[src/rtl/core/wsfd_pkg.sv]
// Shared types and constants for the frame deframer.
package wsfd_pkg;

  // Status codes carried with each result
  localparam logic [1:0] STATUS_OK       = 2'd0;
  localparam logic [1:0] STATUS_RSV_BITS = 2'd1;
  localparam logic [1:0] STATUS_BAD_OPC  = 2'd2;

  // Supported opcodes
  localparam logic [3:0] OPC_TEXT  = 4'h1;
  localparam logic [3:0] OPC_CLOSE = 4'h8;

  // Header field masks and length escape codes
  localparam logic [7:0] HDR_RSV_MASK = 8'h70;
  localparam logic [6:0] LEN7_EXT16   = 7'h7E;
  localparam logic [6:0] LEN7_EXT64   = 7'h7F;

  // Byte counts of the extended length and the masking key
  localparam logic [3:0] EXT16_BYTES = 4'd2;
  localparam logic [3:0] EXT64_BYTES = 4'd8;
  localparam logic [3:0] KEY_BYTES   = 4'd4;

  // One result item
  typedef struct packed {
    logic [7:0] payload_byte;
    logic       data_valid;
    logic [3:0] frame_opcode;
    logic       frame_final;
    logic       frame_end;
    logic [1:0] status;
  } wsfd_result_t;

endpackage

[src/rtl/core/wsfd_parser.sv]
// Header, length, key and payload parser; one byte per cycle with byte_take high.
module wsfd_parser #(
  parameter int LENGTH_BITS = 64
) (
  input  logic                  clk,
  input  logic                  rst,
  input  logic                  byte_take,
  input  logic [7:0]            stream_byte,
  output logic                  res_valid,
  output wsfd_pkg::wsfd_result_t res
);
  import wsfd_pkg::*;

  typedef enum logic [2:0] {
    PH_HDR0  = 3'd0,
    PH_HDR1  = 3'd1,
    PH_EXT16 = 3'd2,
    PH_EXT64 = 3'd3,
    PH_KEY   = 3'd4,
    PH_DATA  = 3'd5
  } phase_t;

  phase_t                   parse_phase, parse_phase_next;
  logic [3:0]               field_byte_count, field_byte_count_next;
  logic [LENGTH_BITS-1:0]   payload_remaining, payload_remaining_next;
  logic [31:0]              mask_key, mask_key_next;
  logic [1:0]               key_index, key_index_next;
  logic [3:0]               cur_opcode, cur_opcode_next;
  logic                     cur_final, cur_final_next;
  logic                     cur_masked, cur_masked_next;

  logic [3:0]               count_inc;
  logic [3:0]               ext_need;
  logic [LENGTH_BITS-1:0]   rem_shift;
  logic [LENGTH_BITS-1:0]   len_value;
  logic                     len_done;
  logic [7:0]               key_byte;

  assign count_inc = field_byte_count + 4'd1;
  assign ext_need  = (parse_phase == PH_EXT16) ? EXT16_BYTES : EXT64_BYTES;
  assign rem_shift = {payload_remaining[LENGTH_BITS-9:0], stream_byte};

  // Pick the key byte for the current payload byte, first key byte on top
  always_comb begin
    case (key_index)
      2'd0:    key_byte = mask_key[31:24];
      2'd1:    key_byte = mask_key[23:16];
      2'd2:    key_byte = mask_key[15:8];
      default: key_byte = mask_key[7:0];
    endcase
  end

  // Work out the next parser state and any result for the accepted byte
  always_comb begin
    parse_phase_next       = parse_phase;
    field_byte_count_next  = field_byte_count;
    payload_remaining_next = payload_remaining;
    mask_key_next          = mask_key;
    key_index_next         = key_index;
    cur_opcode_next        = cur_opcode;
    cur_final_next         = cur_final;
    cur_masked_next        = cur_masked;
    res_valid              = 1'b0;
    res                    = '0;
    res.frame_opcode       = cur_opcode;
    res.frame_final        = cur_final;
    len_done               = 1'b0;
    len_value              = payload_remaining;

    unique case (parse_phase)
      PH_HDR1: begin
        cur_masked_next       = stream_byte[7];
        field_byte_count_next = '0;
        if (stream_byte[6:0] == LEN7_EXT16) begin
          payload_remaining_next = '0;
          parse_phase_next       = PH_EXT16;
        end else if (stream_byte[6:0] == LEN7_EXT64) begin
          payload_remaining_next = '0;
          parse_phase_next       = PH_EXT64;
        end else begin
          len_value = LENGTH_BITS'(stream_byte[6:0]);
          len_done  = 1'b1;
        end
      end
      PH_EXT16, PH_EXT64: begin
        payload_remaining_next = rem_shift;
        field_byte_count_next  = count_inc;
        len_value              = rem_shift;
        len_done               = (count_inc >= ext_need);
      end
      PH_KEY: begin
        mask_key_next         = {mask_key[23:0], stream_byte};
        field_byte_count_next = count_inc;
        if (count_inc >= KEY_BYTES) begin
          key_index_next = '0;
          if (payload_remaining == '0) begin
            parse_phase_next = PH_HDR0;
            res_valid        = 1'b1;
            res.frame_end    = 1'b1;
          end else begin
            parse_phase_next = PH_DATA;
          end
        end
      end
      PH_DATA: begin
        key_index_next         = key_index + 2'd1;
        payload_remaining_next = payload_remaining - LENGTH_BITS'(1);
        res_valid              = 1'b1;
        res.data_valid         = 1'b1;
        res.payload_byte       = cur_masked ? (stream_byte ^ key_byte) : stream_byte;
        if (payload_remaining == LENGTH_BITS'(1)) begin
          res.frame_end    = 1'b1;
          parse_phase_next = PH_HDR0;
        end
      end
      default: begin
        cur_opcode_next  = stream_byte[3:0];
        cur_final_next   = stream_byte[7];
        res.frame_opcode = stream_byte[3:0];
        res.frame_final  = stream_byte[7];
        if ((stream_byte & HDR_RSV_MASK) != '0) begin
          parse_phase_next = PH_HDR0;
          res_valid        = 1'b1;
          res.status       = STATUS_RSV_BITS;
        end else if (stream_byte[3:0] != OPC_TEXT && stream_byte[3:0] != OPC_CLOSE) begin
          parse_phase_next = PH_HDR0;
          res_valid        = 1'b1;
          res.status       = STATUS_BAD_OPC;
        end else begin
          parse_phase_next = PH_HDR1;
        end
      end
    endcase

    // Length complete: go to the key, or straight to the payload
    if (len_done) begin
      payload_remaining_next = len_value;
      if (cur_masked_next) begin
        parse_phase_next      = PH_KEY;
        field_byte_count_next = '0;
        mask_key_next         = '0;
      end else begin
        key_index_next = '0;
        if (len_value == '0) begin
          parse_phase_next = PH_HDR0;
          res_valid        = 1'b1;
          res.frame_end    = 1'b1;
        end else begin
          parse_phase_next = PH_DATA;
        end
      end
    end

    if (!byte_take) begin
      res_valid = 1'b0;
    end
  end

  // Hold parser state; advance only on an accepted transfer
  always_ff @(posedge clk) begin
    if (rst) begin
      parse_phase       <= PH_HDR0;
      field_byte_count  <= '0;
      payload_remaining <= '0;
      mask_key          <= '0;
      key_index         <= '0;
      cur_opcode        <= '0;
      cur_final         <= 1'b0;
      cur_masked        <= 1'b0;
    end else if (byte_take) begin
      parse_phase       <= parse_phase_next;
      field_byte_count  <= field_byte_count_next;
      payload_remaining <= payload_remaining_next;
      mask_key          <= mask_key_next;
      key_index         <= key_index_next;
      cur_opcode        <= cur_opcode_next;
      cur_final         <= cur_final_next;
      cur_masked        <= cur_masked_next;
    end
  end

endmodule

[src/rtl/core/websocket_frame_deframer_top.sv]
// A result reaches the master side in the cycle after its byte is taken.
// Throughput: one byte per cycle while results drain; only payload bytes, a rejected first
// header byte and the last length or key byte of an empty frame give a result.
// Each byte is parsed in one pass through a LENGTH_BITS-wide decrement and compare.
// Reset (rst, synchronous, active high) returns the parser to waiting for a
// first header byte and empties the output register.
module websocket_frame_deframer_top #(
  parameter int LENGTH_BITS = 64
) (
  input  logic        clk,
  input  logic        rst,
  input  logic        s_axis_tvalid,
  output logic        s_axis_tready,
  input  logic [7:0]  s_axis_tdata,   // [7:0] stream_byte
  output logic        m_axis_tvalid,
  input  logic        m_axis_tready,
  output logic [15:0] m_axis_tdata,   // [7:0] payload_byte, [11:8] frame_opcode,
                                      // [12] frame_final, [14:13] status, [15] zero
  output logic        m_axis_tuser,   // [0] data_valid
  output logic        m_axis_tlast    // frame_end
);
  import wsfd_pkg::*;

  logic         byte_take;
  logic         res_valid;
  wsfd_result_t res;
  wsfd_result_t out_res;
  logic         out_valid;

  // Take a byte whenever the output register is free or being drained
  assign s_axis_tready = !out_valid || m_axis_tready;
  assign byte_take     = s_axis_tvalid && s_axis_tready;

  wsfd_parser #(
    .LENGTH_BITS (LENGTH_BITS)
  ) u_parser (
    .clk         (clk),
    .rst         (rst),
    .byte_take   (byte_take),
    .stream_byte (s_axis_tdata),
    .res_valid   (res_valid),
    .res         (res)
  );

  // Output register: load a new result, drop a taken one, otherwise hold
  always_ff @(posedge clk) begin
    if (rst) begin
      out_valid <= 1'b0;
    end else if (s_axis_tready) begin
      out_valid <= res_valid;
    end
  end

  always_ff @(posedge clk) begin
    if (s_axis_tready && res_valid) begin
      out_res <= res;
    end
  end

  assign m_axis_tvalid = out_valid;
  assign m_axis_tdata  = {1'b0, out_res.status, out_res.frame_final,
                          out_res.frame_opcode, out_res.payload_byte};
  assign m_axis_tuser  = out_res.data_valid;
  assign m_axis_tlast  = out_res.frame_end;

endmodule

[config.mk]
export PLATFORM = sky130hd
export DESIGN_NAME = websocket_frame_deframer_top
export DESIGN_NICKNAME = d
export VERILOG_FILES = /design/src/rtl/core/wsfd_pkg.sv /design/src/rtl/core/wsfd_parser.sv /design/src/rtl/core/websocket_frame_deframer_top.sv
export SDC_FILE = /design/constraint.sdc
export NUM_CORES = 1
export LEC_CHECK = 0
export BUFFER_PORTS_ARGS = -buffer_cell sky130_fd_sc_hd__buf_4
export CORE_MARGIN = 3
export CORE_UTILIZATION = 35
export CTS_CLUSTER_DIAMETER = 200
export CTS_CLUSTER_SIZE = 20
export DETAILED_ROUTE_END_ITERATION = 16
export MAX_ROUTING_LAYER = met4
export PLACE_DENSITY = 0.58
export SLEW_MARGIN = 20
export SYNTH_ARGS = -nofsm -noshare
export SYNTH_HDL_FRONTEND = slang
export SYNTH_SLANG_ARGS = --single-unit
[constraint.sdc]
create_clock -name clk -period 3.5 [get_ports clk]
set_clock_uncertainty 0.05 [all_clocks]
set_input_delay 0.525 -clock clk [delete_from_list [all_inputs] [get_ports clk]]
set_output_delay 0.525 -clock clk [all_outputs]
set_load 0.03 [all_outputs]
* Word-level counts from Yosys, hierarchy flattened
Index checks and enable logic that the tools add are counted.
** Word-level totals
- Bits in registers :: 129
- Bits of input ports :: 12
- Output and inout port bits :: 20
- Logic and storage cells :: 110
** Operators by class
- Add/sub/neg operators :: 3
- $lt $le $gt $ge :: 2
- Equal/unequal tests :: 16
- Mux-type cells :: 53
- Bitwise gates (word level) :: 2
- Reduce and logical (&&, ||, !) cells :: 18
** Operator list (number)
- 2-to-1 mux 64 bit :: 5
- one-hot mux 64 bit (3 select lines) :: 1
- zero test 64 bit :: 2
- one-hot mux 64 bit (2 select lines) :: 1
- 2-to-1 mux 32 bit :: 3
- equality test 64 x 1 -> 1 bit, second input constant :: 1
- subtractor 64 x 1 -> 64 bit, second input constant :: 1
- 2-to-1 mux 3 bit :: 9
- one-hot mux 8 bit (3 select lines) :: 1
- 2-to-1 mux 1 bit :: 18
- equality test 7 bit, second input constant :: 2
- 2-to-1 mux 4 bit :: 3
- one-hot mux 3 bit (4 select lines) :: 1
- 2-to-1 mux 2 bit :: 4
- 2-to-1 mux 8 bit :: 1
- inequality test 4 x 1 -> 1 bit, second input constant :: 2
- one-hot mux 4 bit (2 select lines) :: 1
- nonzero test 8 bit :: 1
- XOR 8 bit :: 1
- equality test 3 x 2 -> 1 bit, second input constant :: 2
- equality test 3 bit, second input constant :: 2
- inequality test 3 x 1 -> 1 bit, second input constant :: 2
- OR reduction 3 bit :: 2
- OR reduction 6 bit :: 1
- 24 further kinds :: 27

* Depth between registers and ports, before layout
- Depth in word-level cells :: 10
- Mapped depth :: 11
- Gate-level depth less buffers :: 9

* Modules after synthesis
Synthesis repeated with hierarchy kept, for this count alone.
** Unflattened totals
- Cells, all modules :: 1004
- Area, all modules :: 7887.6 µm²
** Modules (own cells, without submodules)
- wsfd_parser :: instances 1, cells an instance 979, area each 7304.5 µm², seq. area each 2222.1 µm²
- websocket_frame_deframer_top :: instances 1, cells an instance 25, area each 583.1 µm², seq. area each 530.5 µm²

* Least setup slack after synthesis
No wires, ideal clock.
- Path kind :: register to register
- From :: reg u_parser.payload_remaining[13]
- To :: reg out_res (netlist bit m_axis_tdata[0]) (enable)
- Data arrival time :: 2.996 ns
- Setup slack :: 0.074 ns
- Cell stages (with the launch flop) :: 8
- Path buffers :: 1
- Period minus slack after synthesis :: 3.426 ns
- Path through :: dfxtp_1 or4_1 buf_2 or4_4 or4_1 a311oi_2 nand3_2 a21oi_2
** Between the ends
- Longest elaborated chain between the ends :: 9
- Elaborated cells between the ends (all ways) :: 13
- Those cells by class :: mux (10); reduce/logical (3)
** Ends and longest elaborated chain
- from (decl) :: line wsfd_parser.sv:25 : logic [LENGTH_BITS-1:0] payload_remaining, payload_remaining_next;
- from (signal assigned) :: line wsfd_parser.sv:173 : payload_remaining <= payload_remaining_next;
- zero test 64 bit / 2-to-1 mux 64 bit (equally long branches) :: line wsfd_parser.sv:96, wsfd_parser.sv:77
- 2-to-1 mux 1 bit / 2-to-1 mux 64 bit (equally long branches) :: line wsfd_parser.sv:96, wsfd_parser.sv:74
- 2-to-1 mux 1 bit / one-hot mux 64 bit (2 select lines) (equally long branches) :: line wsfd_parser.sv:94, wsfd_parser.sv:70
- one-hot mux 1 bit (3 select lines) / zero test 64 bit (equally long branches) :: line wsfd_parser.sv:70, wsfd_parser.sv:144
- 2-to-1 mux 1 bit :: line wsfd_parser.sv:144 : if (len_value == '0) begin
- 2-to-1 mux 1 bit :: line wsfd_parser.sv:138 : if (cur_masked_next) begin
- 2-to-1 mux 1 bit (*) :: line wsfd_parser.sv:136 : if (len_done) begin
- 2-to-1 mux 1 bit (*) :: line wsfd_parser.sv:154 : if (!byte_take) begin
- logical AND 1 bit (*) :: line websocket_frame_deframer_top.sv:55 : if (s_axis_tready && res_valid) begin
- to (signal assigned) :: line websocket_frame_deframer_top.sv:56 : out_res <= res;
- to (decl) :: line websocket_frame_deframer_top.sv:27 : wsfd_result_t out_res;
Mark *: on every way between the ends. The rest lies on a longest branch, timed or not.
A chain may end at the register's enable or synchronous reset.

* Worst setup path after layout
- From :: reg u_parser.payload_remaining[13]
- To :: reg out_res (netlist bit m_axis_tdata[12]) (enable)
Same word-level chain as after synthesis.

==> out/results.tsv <==
stage	metric	value	unit
global_routing	grt_pass1_vias	6979	
route	vias	7586	
floorplan	core	0.0207	mm2
sta	finalMaxSlewViolations	0	
critical_path	critPathCaptureType	flop	
worst_hold_path	hp-class	in2reg	
clock_tree	worstSkewPairLatency	0.43	ns
power	power_frac_comb	0.343	
floorplan	initial_core_util	0.363	
synthesis	synthesis.area	0.00752	mm2
synthesis	synth.distinct_cells	76	
sta	fmaxAchievable	0.306	GHz
clock_tree	clkTransAtPathRegs	0.07	ns
layout	fin_area	0.00867	mm2
placement	dpl-instance-area	0.00809	mm2
layout	antenna_cells	0	
sta	slew_headroom	0.417	
placement	dpl.hpwl	16000	um
global_routing	grt_use_total	0.206	
sta	setup_tns	0	ns
synthesis	yosysMostFrequentCell	nand2_1	
sta	finalHoldViolCount	0	
floorplan	die_x	153	um
power	intPower	3.28	mW
clock_tree	cts_tree	yes	
layout	fillers	2124	
synthesis	postSynthCellCount	974	
power	vdd_drop_max	0.264	mV
power	power_density	617	mW/mm2
route	drt_iter0_markers	954	
clock_tree	h-tree-depth	4	
clock_tree	post_cts_buffers	0	
synthesis	synth_top_area_frac	0.298	
synthesis	syn-num-nets	996	
global_routing	grt_start_max_net_pins	51	
route	wl_per_cell	19.1	um
power	pwr-share-clk	0.337	
clock_tree	cts_root_buf	clkbuf_16	
clock_tree	clockBufferDepth	2	
critical_path	critPathKind	reg2reg	
outcome	outcome	complete, no violations	
sta	period_share	0.935	
clock_tree	cts_num_sinks	129	
sta	max_slew.worst_pin.slew	0.872	ns
critical_path	cp_data_required_time	3.56	ns
synthesis	synth_flop_cell	dfxtp_1	
placement	portBuffers	30	
power	p_seq_frac	0.319	
route	drt-total-wl	24000	um
clock_tree	cts_buffers	17	
global_routing	grt_first_pass_wirelength	38500	um
floorplan	rows	52	
sta	rsz0062_at_grt	false	
floorplan	fp.dieArea	0.0233	mm2
synthesis	synth_seq_cells	129	
sta	setup_viol	0	
clock_tree	hold_buffers	0	
layout	final_net_count	1000	
global_routing	antenna_found_initial	0	
sta	fin_crit	3.27	ns
route	drt-pass1-iter-count	6	
route	ant_nets	0	
synthesis	async_flop_share	0	
clock_tree	cts_resized	0	
floorplan	io_pins	32	
route	post-route-drc-count	0	
critical_path	cp.arrival	3.33	ns
synthesis	yosysSeqAreaShare	0.366	
floorplan	dieHeight	153	um
placement	place_congestion	0.915	
power	switching_share	0.386	
power	p_leak	3.13	nW
synthesis	syn_area_per_cell	7.72	um2
synthesis	synth_common_cells	nand2_1 (140), dfxtp_1 (112), nor2_1 (88), a21oi_1 (84), clkbuf_1 (80)	
critical_path	crit_path_max_fanout	17	
global_routing	grt_overflow_total	0	
layout	layout-drive-gt1-share	0.131	
synthesis	yosysTopAreaCell	dfxtp_1	
job	cap_viol_max_count	0	
synthesis	synth_area_leaders	dfxtp_1 (30%), nand2_1 (7.0%), edfxtp_1 (6.8%), a21oi_1 (5.6%), nor2_1 (4.4%)	
power	p_switching	2.06	mW
critical_path	crit_path_start_kind	flop	
layout	area_delta_synth_final	15.3	%
synthesis	yosysWarningCount	0	
route	via_per_inst	6.02	
synthesis	synth_enable_flop_cells	17	
worst max-delay path: stages, from the launching register on:
cell      delay (ns)
dfxtp_1         0.36
or4_1           0.61
or4_4           0.55
or4_1           0.43
a311oi_2        0.40
nand3_2         0.14
a21oi_2         0.14
buf_4           0.27
power by group through the flow:
stage          Sequential (mW)  Clock [mW]  Combinational [mW]
2_1_floorplan             1.80           0                1.16
3_3_place_gp              1.74           0                1.80
3_5_place_dp              1.74           0                1.79
4_1_cts                   1.71        1.83                1.81
5_1_grt                   1.72        1.90                1.99
6_report                  1.71        1.80                1.83
cell type report:
class / count / area, um2 / area share
Multi-Input combinational cell: 742 / 4390 / 0.506
Clock inverter: 15 / 161 / 0.0186
Tap cell: 270 / 338 / 0.0390
Clock buffer: 17 / 425 / 0.0491
Timing Repair Buffer: 71 / 546 / 0.0629
Inverter: 17 / 63.8 / 0.00736
Sequential cell: 129 / 2750 / 0.317
placed cells by master (no fill, tap or decap), types with 18 or more instances in the layout:
master / n
nor2_1: 87
nor3_1: 39
nand2_1: 140
a21oi_1: 84
o21ai_0: 64
dfxtp_1: 112
nor4_1: 29
buf_4: 70
nand4_1: 18
worst paths after layout:
kind | from | endpoint | slack, ns | depth (start not counted)
max | u_parser.payload_remaining[13] | m_axis_tdata[12] | 0.23 | 7
min | s_axis_tdata[5] | u_parser.mask_key[5] | 0.35 | 3
max reg2reg | u_parser.payload_remaining[13] | m_axis_tdata[12] | 0.23 | 7
min reg2reg | u_parser.mask_key[30] | u_parser.mask_key[30] | 0.40 | 2
sequential cells by signal, indices dropped and copies added (netlist names), 2 cells and up:
register	cells
u_parser.payload_remaining	64
u_parser.mask_key	32
m_axis_tdata	15
u_parser.cur_opcode	4
u_parser.field_byte_count	4
u_parser.parse_phase	3
u_parser.key_index	2
metal layers:
layer | up-vias | part of all wire | global-route usage
met4 | 0 | 0.013 | 0.0594
met2 | 324 | 0.44 | 0.298
met3 | 29 | 0.076 | 0.0446
met5 | - | 0 | -
li1 | 3626 | - | -
met1 | 3607 | 0.47 | 0.290
metrics by stage:
stage	std cells	utilization	setup WS, ns	hold WS (ns)	total power, mW
after floorplan	974	-	0.0743	0.386	2.95
after global placement	1229	0.391	0.299	0.391	3.54
after detailed placement	1229	0.391	0.272	0.396	3.53
after CTS	1261	0.419	0.254	0.334	5.34
after global routing	1261	0.419	0.108	0.345	5.61
final	1261	0.419	0.228	0.348	5.35
cells by family after synthesis:
logic type / synth area share
AND/OR/NAND/NOR: 0.258
adder cells (fa/ha/maj): 0.0166
XOR/XNOR: 0.0268
multiplexers: 0.0196
buffers and inverters: 0.0526
flip-flops: 0.366
AO/OA/AOI/OAI: 0.260
other: 0.000499
Power figures use the tool's default switching activity.
